**src/rtl/fcs_pkg.sv**
```systemverilog
// ----------------------------------------------------------------------------
// fcs_pkg
// Shared types, constants and codes of the frustum cell select block.
// ----------------------------------------------------------------------------
package fcs_pkg;

   // defaults for the top level parameters
   localparam int COORD_BITS_DEF      = 20;
   localparam int CELL_INDEX_BITS_DEF = 24;

   // fixed field widths
   localparam int AXIS_BITS   = 20;
   localparam int CSR_DATA_W  = 64;
   localparam int CSR_INDEX_W = 3;
   localparam int DIST_SHIFT  = 10;   // Q16.16 to Q.26 scaling

   // queue between front and back
   localparam int QUEUE_DEPTH = 2;

   // lateral test datapath: operands, partial products, accumulator, result
   localparam int OPW    = 48;
   localparam int HALF_W = 24;
   localparam int ACC_W  = 96;
   localparam int RES_W  = 97;

   // register indexes
   typedef enum logic [CSR_INDEX_W-1:0] {
      CSR_ORIGIN,
      CSR_FORWARD,
      CSR_RIGHT,
      CSR_UP,
      CSR_NEAR,
      CSR_FAR,
      CSR_NEAR_EXT,
      CSR_FAR_EXT
   } csr_index_type;

   // configuration seen by the back end
   typedef struct packed {
      logic [3*AXIS_BITS-1:0] forward_axis;
      logic [3*AXIS_BITS-1:0] right_axis;
      logic [3*AXIS_BITS-1:0] up_axis;
      logic [31:0]            near_dist;
      logic [31:0]            far_dist;
      logic [63:0]            near_ext;
      logic [63:0]            far_ext;
   } fcs_cfg_type;

   // queue head control towards the back end
   typedef struct packed {
      logic valid;
      logic has_point;
      logic last;
   } fcs_ent_ctrl_type;

   // back end sequencer
   typedef enum logic [2:0] {
      ST_IDLE,
      ST_PROJ,
      ST_RANGE,
      ST_LOAD,
      ST_MUL,
      ST_SIGN,
      ST_CMP,
      ST_CLOSE
   } fcs_state_type;

endpackage

```
**src/rtl/fcs_front.sv**
```systemverilog
// ----------------------------------------------------------------------------
// fcs_front
// Takes request transfers, forms the offset from the apex, drops bubbles and
// queues points and cell closes for the back end.
// ----------------------------------------------------------------------------
module fcs_front import fcs_pkg::*; #(
   parameter int COORD_BITS = COORD_BITS_DEF
) (
   input  logic                          clock,
   input  logic                          reset,
   input  logic                          req_valid,
   output logic                          req_stall,
   input  logic signed [COORD_BITS-1:0]  req_point_x,
   input  logic signed [COORD_BITS-1:0]  req_point_y,
   input  logic signed [COORD_BITS-1:0]  req_point_z,
   input  logic                          req_no_point,
   input  logic                          req_last_of_cell,
   input  logic [3*COORD_BITS-1:0]       origin,
   input  logic                          pop,
   output fcs_ent_ctrl_type              ent_ctrl,
   output logic [3*(COORD_BITS+1)-1:0]   ent_v
);

   localparam int VW    = COORD_BITS + 1;
   localparam int EW    = 3*VW + 2;
   localparam int PTR_W = $clog2(QUEUE_DEPTH);
   localparam int CNT_W = $clog2(QUEUE_DEPTH + 1);

   logic [EW-1:0]    q_ff [QUEUE_DEPTH];
   logic [PTR_W-1:0] wr_ptr_ff, wr_ptr_in;
   logic [PTR_W-1:0] rd_ptr_ff, rd_ptr_in;
   logic [CNT_W-1:0] cnt_ff, cnt_in;

   logic signed [COORD_BITS-1:0] org_x, org_y, org_z;
   logic signed [VW-1:0]         vx, vy, vz;
   logic                         accept, push;
   logic [EW-1:0]                entry;

   // offset from the apex
   assign org_x = origin[0*COORD_BITS +: COORD_BITS];
   assign org_y = origin[1*COORD_BITS +: COORD_BITS];
   assign org_z = origin[2*COORD_BITS +: COORD_BITS];
   assign vx    = VW'(req_point_x) - VW'(org_x);
   assign vy    = VW'(req_point_y) - VW'(org_y);
   assign vz    = VW'(req_point_z) - VW'(org_z);

   // classify: a bubble (no point, no close) is taken and dropped
   assign req_stall = (cnt_ff == CNT_W'(QUEUE_DEPTH));
   assign accept    = req_valid && !req_stall;
   assign push      = accept && (!req_no_point || req_last_of_cell);
   assign entry     = {!req_no_point, req_last_of_cell, vz, vy, vx};

   // queue pointers and fill count
   always_comb begin
      wr_ptr_in = wr_ptr_ff;
      rd_ptr_in = rd_ptr_ff;
      cnt_in    = cnt_ff;
      if (push) begin
         wr_ptr_in = (wr_ptr_ff == PTR_W'(QUEUE_DEPTH-1)) ? '0 : wr_ptr_ff + 1'b1;
      end
      if (pop) begin
         rd_ptr_in = (rd_ptr_ff == PTR_W'(QUEUE_DEPTH-1)) ? '0 : rd_ptr_ff + 1'b1;
      end
      if (push && !pop) begin
         cnt_in = cnt_ff + 1'b1;
      end else if (pop && !push) begin
         cnt_in = cnt_ff - 1'b1;
      end
   end

   always_ff @(posedge clock) begin
      if (reset) begin
         wr_ptr_ff <= '0;
         rd_ptr_ff <= '0;
         cnt_ff    <= '0;
      end else begin
         wr_ptr_ff <= wr_ptr_in;
         rd_ptr_ff <= rd_ptr_in;
         cnt_ff    <= cnt_in;
      end
   end

   // queue storage
   always_ff @(posedge clock) begin
      if (push) begin
         q_ff[wr_ptr_ff] <= entry;
      end
   end

   // queue head
   assign ent_ctrl.valid     = (cnt_ff != '0);
   assign ent_ctrl.has_point = q_ff[rd_ptr_ff][EW-1];
   assign ent_ctrl.last      = q_ff[rd_ptr_ff][EW-2];
   assign ent_v              = q_ff[rd_ptr_ff][3*VW-1:0];

endmodule

```
**config.mk**
```make
export PLATFORM = sky130hd
export DESIGN_NAME = fcs_front
export DESIGN_NICKNAME = d
export VERILOG_FILES = /design/src/rtl/fcs_pkg.sv /design/src/rtl/fcs_front.sv
export SDC_FILE = /design/constraint.sdc
export NUM_CORES = 1
export LEC_CHECK = 0
export ABC_AREA = 0
export BUFFER_PORTS_ARGS = -buffer_cell sky130_fd_sc_hd__buf_2
export CORE_MARGIN = 2
export CORE_UTILIZATION = 55
export CTS_CLUSTER_SIZE = 8
export DETAILED_ROUTE_END_ITERATION = 10
export PLACE_DENSITY = 0.82
export SLEW_MARGIN = 20
export SYNTH_ARGS = -nofsm -noshare
export SYNTH_HDL_FRONTEND = slang
export SYNTH_SLANG_ARGS = --single-unit
export TNS_END_PERCENT = 30
```
**constraint.sdc**
```tcl
create_clock -name clock -period 5.9 [get_ports clock]
set_input_delay 0.885 -clock clock [delete_from_list [all_inputs] [get_ports clock]]
set_output_delay 0.885 -clock clock [all_outputs]
set_load 0.03 [all_outputs]
```
Word-level counts from Yosys, hierarchy flattened. Memories as Yosys holds them, arrays and structs flattened. A register that Yosys moved wholly into a read port is not among the register bits. Cells that the tools add are included.

Div/mod/pow operators: 0. Add/subtract/negate cells: 7. Mux-type cells: 8. Bitwise logic cells: 0. Multipliers: 0. Shift operators: 0. Eq/ne operators: 1. Reductions and logical operators: 11. Order comparisons: 0.

Operators by type and width (number): 20-bit by 20-bit subtractor with 21-bit output (3); 1-bit 2-to-1 mux (6); 1-bit logical AND (4); 1-bit logical NOT (4); 2-bit 2-to-1 mux (2); 2-bit nonzero test (2); 1-bit adder (second input constant) (2); 2-bit by 1-bit adder with 2-bit output (second input constant) (1); 2-bit equality test (second input constant) (1); 2-bit by 1-bit subtractor with 2-bit output (second input constant) (1); 1-bit logical OR (1).

ROM bits: 0. Memories: 1. Input port bits: 126. Memory bits (writable): 130. Flip-flop bits (word level): 4. Bits in latches: 0.

Memories: q_ff (depth 2, bits a word 65, rd ports 1, clocked after Yosys merged registers in 1, wr ports 1, line fcs_front.sv:29) `logic [EW-1:0] q_ff [QUEUE_DEPTH];`.

Longest topological paths before layout.
Depth in word-level cells: 8. Depth in mapped cells: 10. Depth with buffers taken out: 10.

Worst setup path before layout. Ideal clock, no wire load.

Path type: input to register. Start point: input port req_no_point. End point: memory q_ff[0][0] (netlist name) (enable). Buffers on the path: 0. Path slack: 1.508 ns. Stages: 3. Data arrival time: 3.904 ns. Path through: inv_1 o221ai_1 nor2_1.

Word-level cells in the longest chain between the ends: 5.

Ends and longest elaborated chain: start: declaration (line fcs_front.sv:16) `input logic req_no_point,`; 1-bit logical NOT (line fcs_front.sv:50) `assign push = accept && (!req_no_point || req_last_of_cell);`; 1-bit logical OR (line fcs_front.sv:50); 1-bit logical AND (line fcs_front.sv:50); 1-bit 2-to-1 mux (line fcs_front.sv:85) `if (push) begin`; 1-bit 2-to-1 mux (not written as such) (line fcs_front.sv:86) `q_ff[wr_ptr_ff] <= entry;`; end: declaration (line fcs_front.sv:29).

Every way passes these cells.

==> results.toml <==
[status]
status = "complete, no violations"

[worst_setup_path]
worstSetupPathType = "register to output port"
cp_num_buf_inv = 2
r2r_cells = 3
r2r-start = "cnt_ff[0]$_SDFFE_PP0P_"
timing.rr.end = "q_ff[0][21]$_DFFE_PP_"
end_kind = "output port"
worstPathCellList = "buf_4, mux2_2, buf_2"
crit_arrival_ns = 2.39
cp_slowest_cell = "dfxtp_2"
r2r_slack_ns = 3.39
start_kind = "register"
path_max_fanout = 33
critical_path_required_ns = 5.02
cpPeakStageDelay_ns = 0.86
critical-path-top-delay-family = "flip-flops"

[sta]
setup_viol = 0
skew_ns = 0.00649
hold_ws_ns = 0.520
setup_ws_ns = 2.62
period_minus_slack_ns = 3.28
worst_pin_slew_ns = 0.906
slew_headroom = 0.394
drv_slew = 0
fmax_ghz = 0.305
hold_viol_final = 0
period_share = 0.556
tns_ns = 0
rsz0062_at_grt = "no"

[yosys]
synth-edff-count = 130
synth_cell_types = 61
ys_ff_latch = 135
async_flop_share = 0
syn_inst = 684
syn_nets = 874
synth-seq-area-share = 0.500
syn-cell-area_sq_um = 8010
synth-warning-count = 0
synth_ff_type = "edfxtp_1"
syn_area_per_cell_sq_um = 11.7

[cts]
cts_tree = "yes"
cts_buffers = 17
cts_resized = 0
cts_root_buf = "clkbuf_16"
clock-sinks = 135
clock_latency_ns = 0.40
cts_max_level = 4
cts_buffer_depth = 2
clkSlewWorstSetupHoldPaths_ns = 0.06
hold_buffers = 0
cts_setup_buffers = 0

[final_layout]
final_cell_mix = "buf_2 (192), edfxtp_1 (130), inv_1 (87)"
antenna_cells = 0
layout-drive-gt1-share = 0.342
layout_commonest_cell = "buf_2"
final_nets = 1073
fillers = 1049
final_cells = 1080
syn_to_final_growth_pct = 21.9
multi_input_area_sq_um = 3640
seqCellArea_sq_um = 4010

[pwr]
power.density_nw_per_um2 = 317
p_leak_nw = 4.31
power_mw = 3.10
vdd_drop_max_mv = 0.226

[routing]
drt_iter0_markers = 330
wl_met1_mm = 6.83
vias = 5819
drt-total-wl_mm = 16.4
drcViolationCount = 0
drtAntennaViolNets = 0
met2_length_mm = 8.13
wl_met3_mm = 1.20
wl_per_cell_microns = 15.2
detail_route.first_pass.iterations = 5
vias_per_cell = 5.39
dr.max_layer_used = "met5"

[grt]
grt_pass1_wl_mm = 26.6
grt_antenna_before_repair = 1
grt.overflow.total = 0
grt_max_degree = 36
grt_use_total = 0.214
grt_pass1_vias = 5700

[hold_path]
min_delay_path_depth = 2
hp-start = "cnt_ff[1]$_SDFFE_PP0P_"
hp-class = "register to register"
whs_endpoint = "cnt_ff[1]$_SDFFE_PP0P_"

[place]
routabilityCongestion = 0.921
dpl.cell_count = 1048
hpwl_mm = 12.3
port_buffers = 192
pre_cts_ws_ns = 2.66

[floorplanning]
io_pins = 193
fp.coreArea_sq_um = 14400
rows = 44
initial_core_util = 0.558
die_h_microns = 125
die_area_sq_um = 15600
die_w_microns = 125

[job]
maxCapViolations = 0
-- worst min-delay path, cell delays in order (launching register included) --
cell     delay, ns
dfxtp_1       0.33
o21ai_0       0.08
a21oi_1       0.06
-- per-layer routing --
layer / track usage / vias to the layer above
li1: - / 2894
met1: 0.255 / 2710
met2: 0.363 / 192
met3: 0.0700 / 21
met4: 0.0727 / 2
met5: 0 / -
-- worst max-delay path by stage --
stage               slack [ns]  cells past startpoint      startpoint                    end
finish                    2.62                      3        register              ent_v[18]
global route              2.48                      3        register               ent_v[0]
CTS                       2.55                      3        register               ent_v[0]
detailed placement        2.66                      5    req_no_point  q_ff[0][17]$_DFFE_PP_
global placement          2.76                     11  req_point_x[0]  q_ff[0][20]$_DFFE_PP_
floorplan                 1.51                      3    req_no_point   q_ff[0][0]$_DFFE_PP_
-- synth_stat cells, types with 3 or more instances --
cell,instances,share of area
a211oi_1,5,0.0047
a21o_1,22,0.021
a21oi_1,47,0.029
a31oi_1,9,0.0070
a41o_1,3,0.0037
and3_1,3,0.0023
clkbuf_1,14,0.0066
dfxtp_1,5,0.012
edfxtp_1,130,0.49
fa_1,3,0.0075
ha_1,61,0.095
inv_1,87,0.041
mux2_2,65,0.091
nand2_1,22,0.010
nand2b_1,4,0.0031
nand3_1,9,0.0056
nand4_1,6,0.0047
nor2_1,27,0.013
nor2b_1,8,0.0062
nor3_1,5,0.0031
o211ai_1,4,0.0037
o21a_1,10,0.0094
o21ai_0,25,0.016
o21ai_1,4,0.0025
o21bai_1,5,0.0047
o31ai_1,4,0.0037
or3_1,4,0.0031
xnor2_1,35,0.038
xor2_1,20,0.022
-- per-stage QoR --
step / instance area (sq um) / utilization
2_1_floorplan: 8010 / -
3_3_place_gp: 9190 / 0.639
3_5_place_dp: 9190 / 0.639
4_1_cts: 9770 / 0.680
5_1_grt: 9770 / 0.680
6_report: 9770 / 0.680
-- area by class of cell --
class                   instances  share of cell area
inverters                      87              0.0334
clock buffers                  17              0.0436
well taps                     184              0.0236
multi-input cells             447               0.373
flip-flops and latches        135               0.410
repair buffers                195               0.101
clock inverters                15              0.0159
-- sequential cells by signal (all words and copies together) (netlist names), named ones only --
signal / flops
cnt_ff: 2
wr_ptr_ff: 1
rd_ptr_ff: 1
q_ff: 130
-- cell families (layout without fill, tap and decap cells) --
group                    after synthesis  in the layout  synth area share
AO/OA/AOI/OAI                        161            161             0.132
multiplexers                          65             65            0.0913
XOR/XNOR                              55             55            0.0601
adder cells (fa/ha/maj)               64             64             0.103
flip-flops                           135            135             0.500
AND/OR/NAND/NOR                      102            102            0.0659
buffers and inverters                102            314            0.0478
-- report_power, final --
part           internal [mW]  leakage (nW)  total [mW]  switching (mW)
Combinational          0.314          2.80       0.829           0.515
Sequential              1.21          1.24        1.25          0.0335
Clock                  0.623         0.269        1.02           0.400
Total                   2.15          4.31        3.10           0.948
Note: power is estimated with default switching activity, not from simulation.
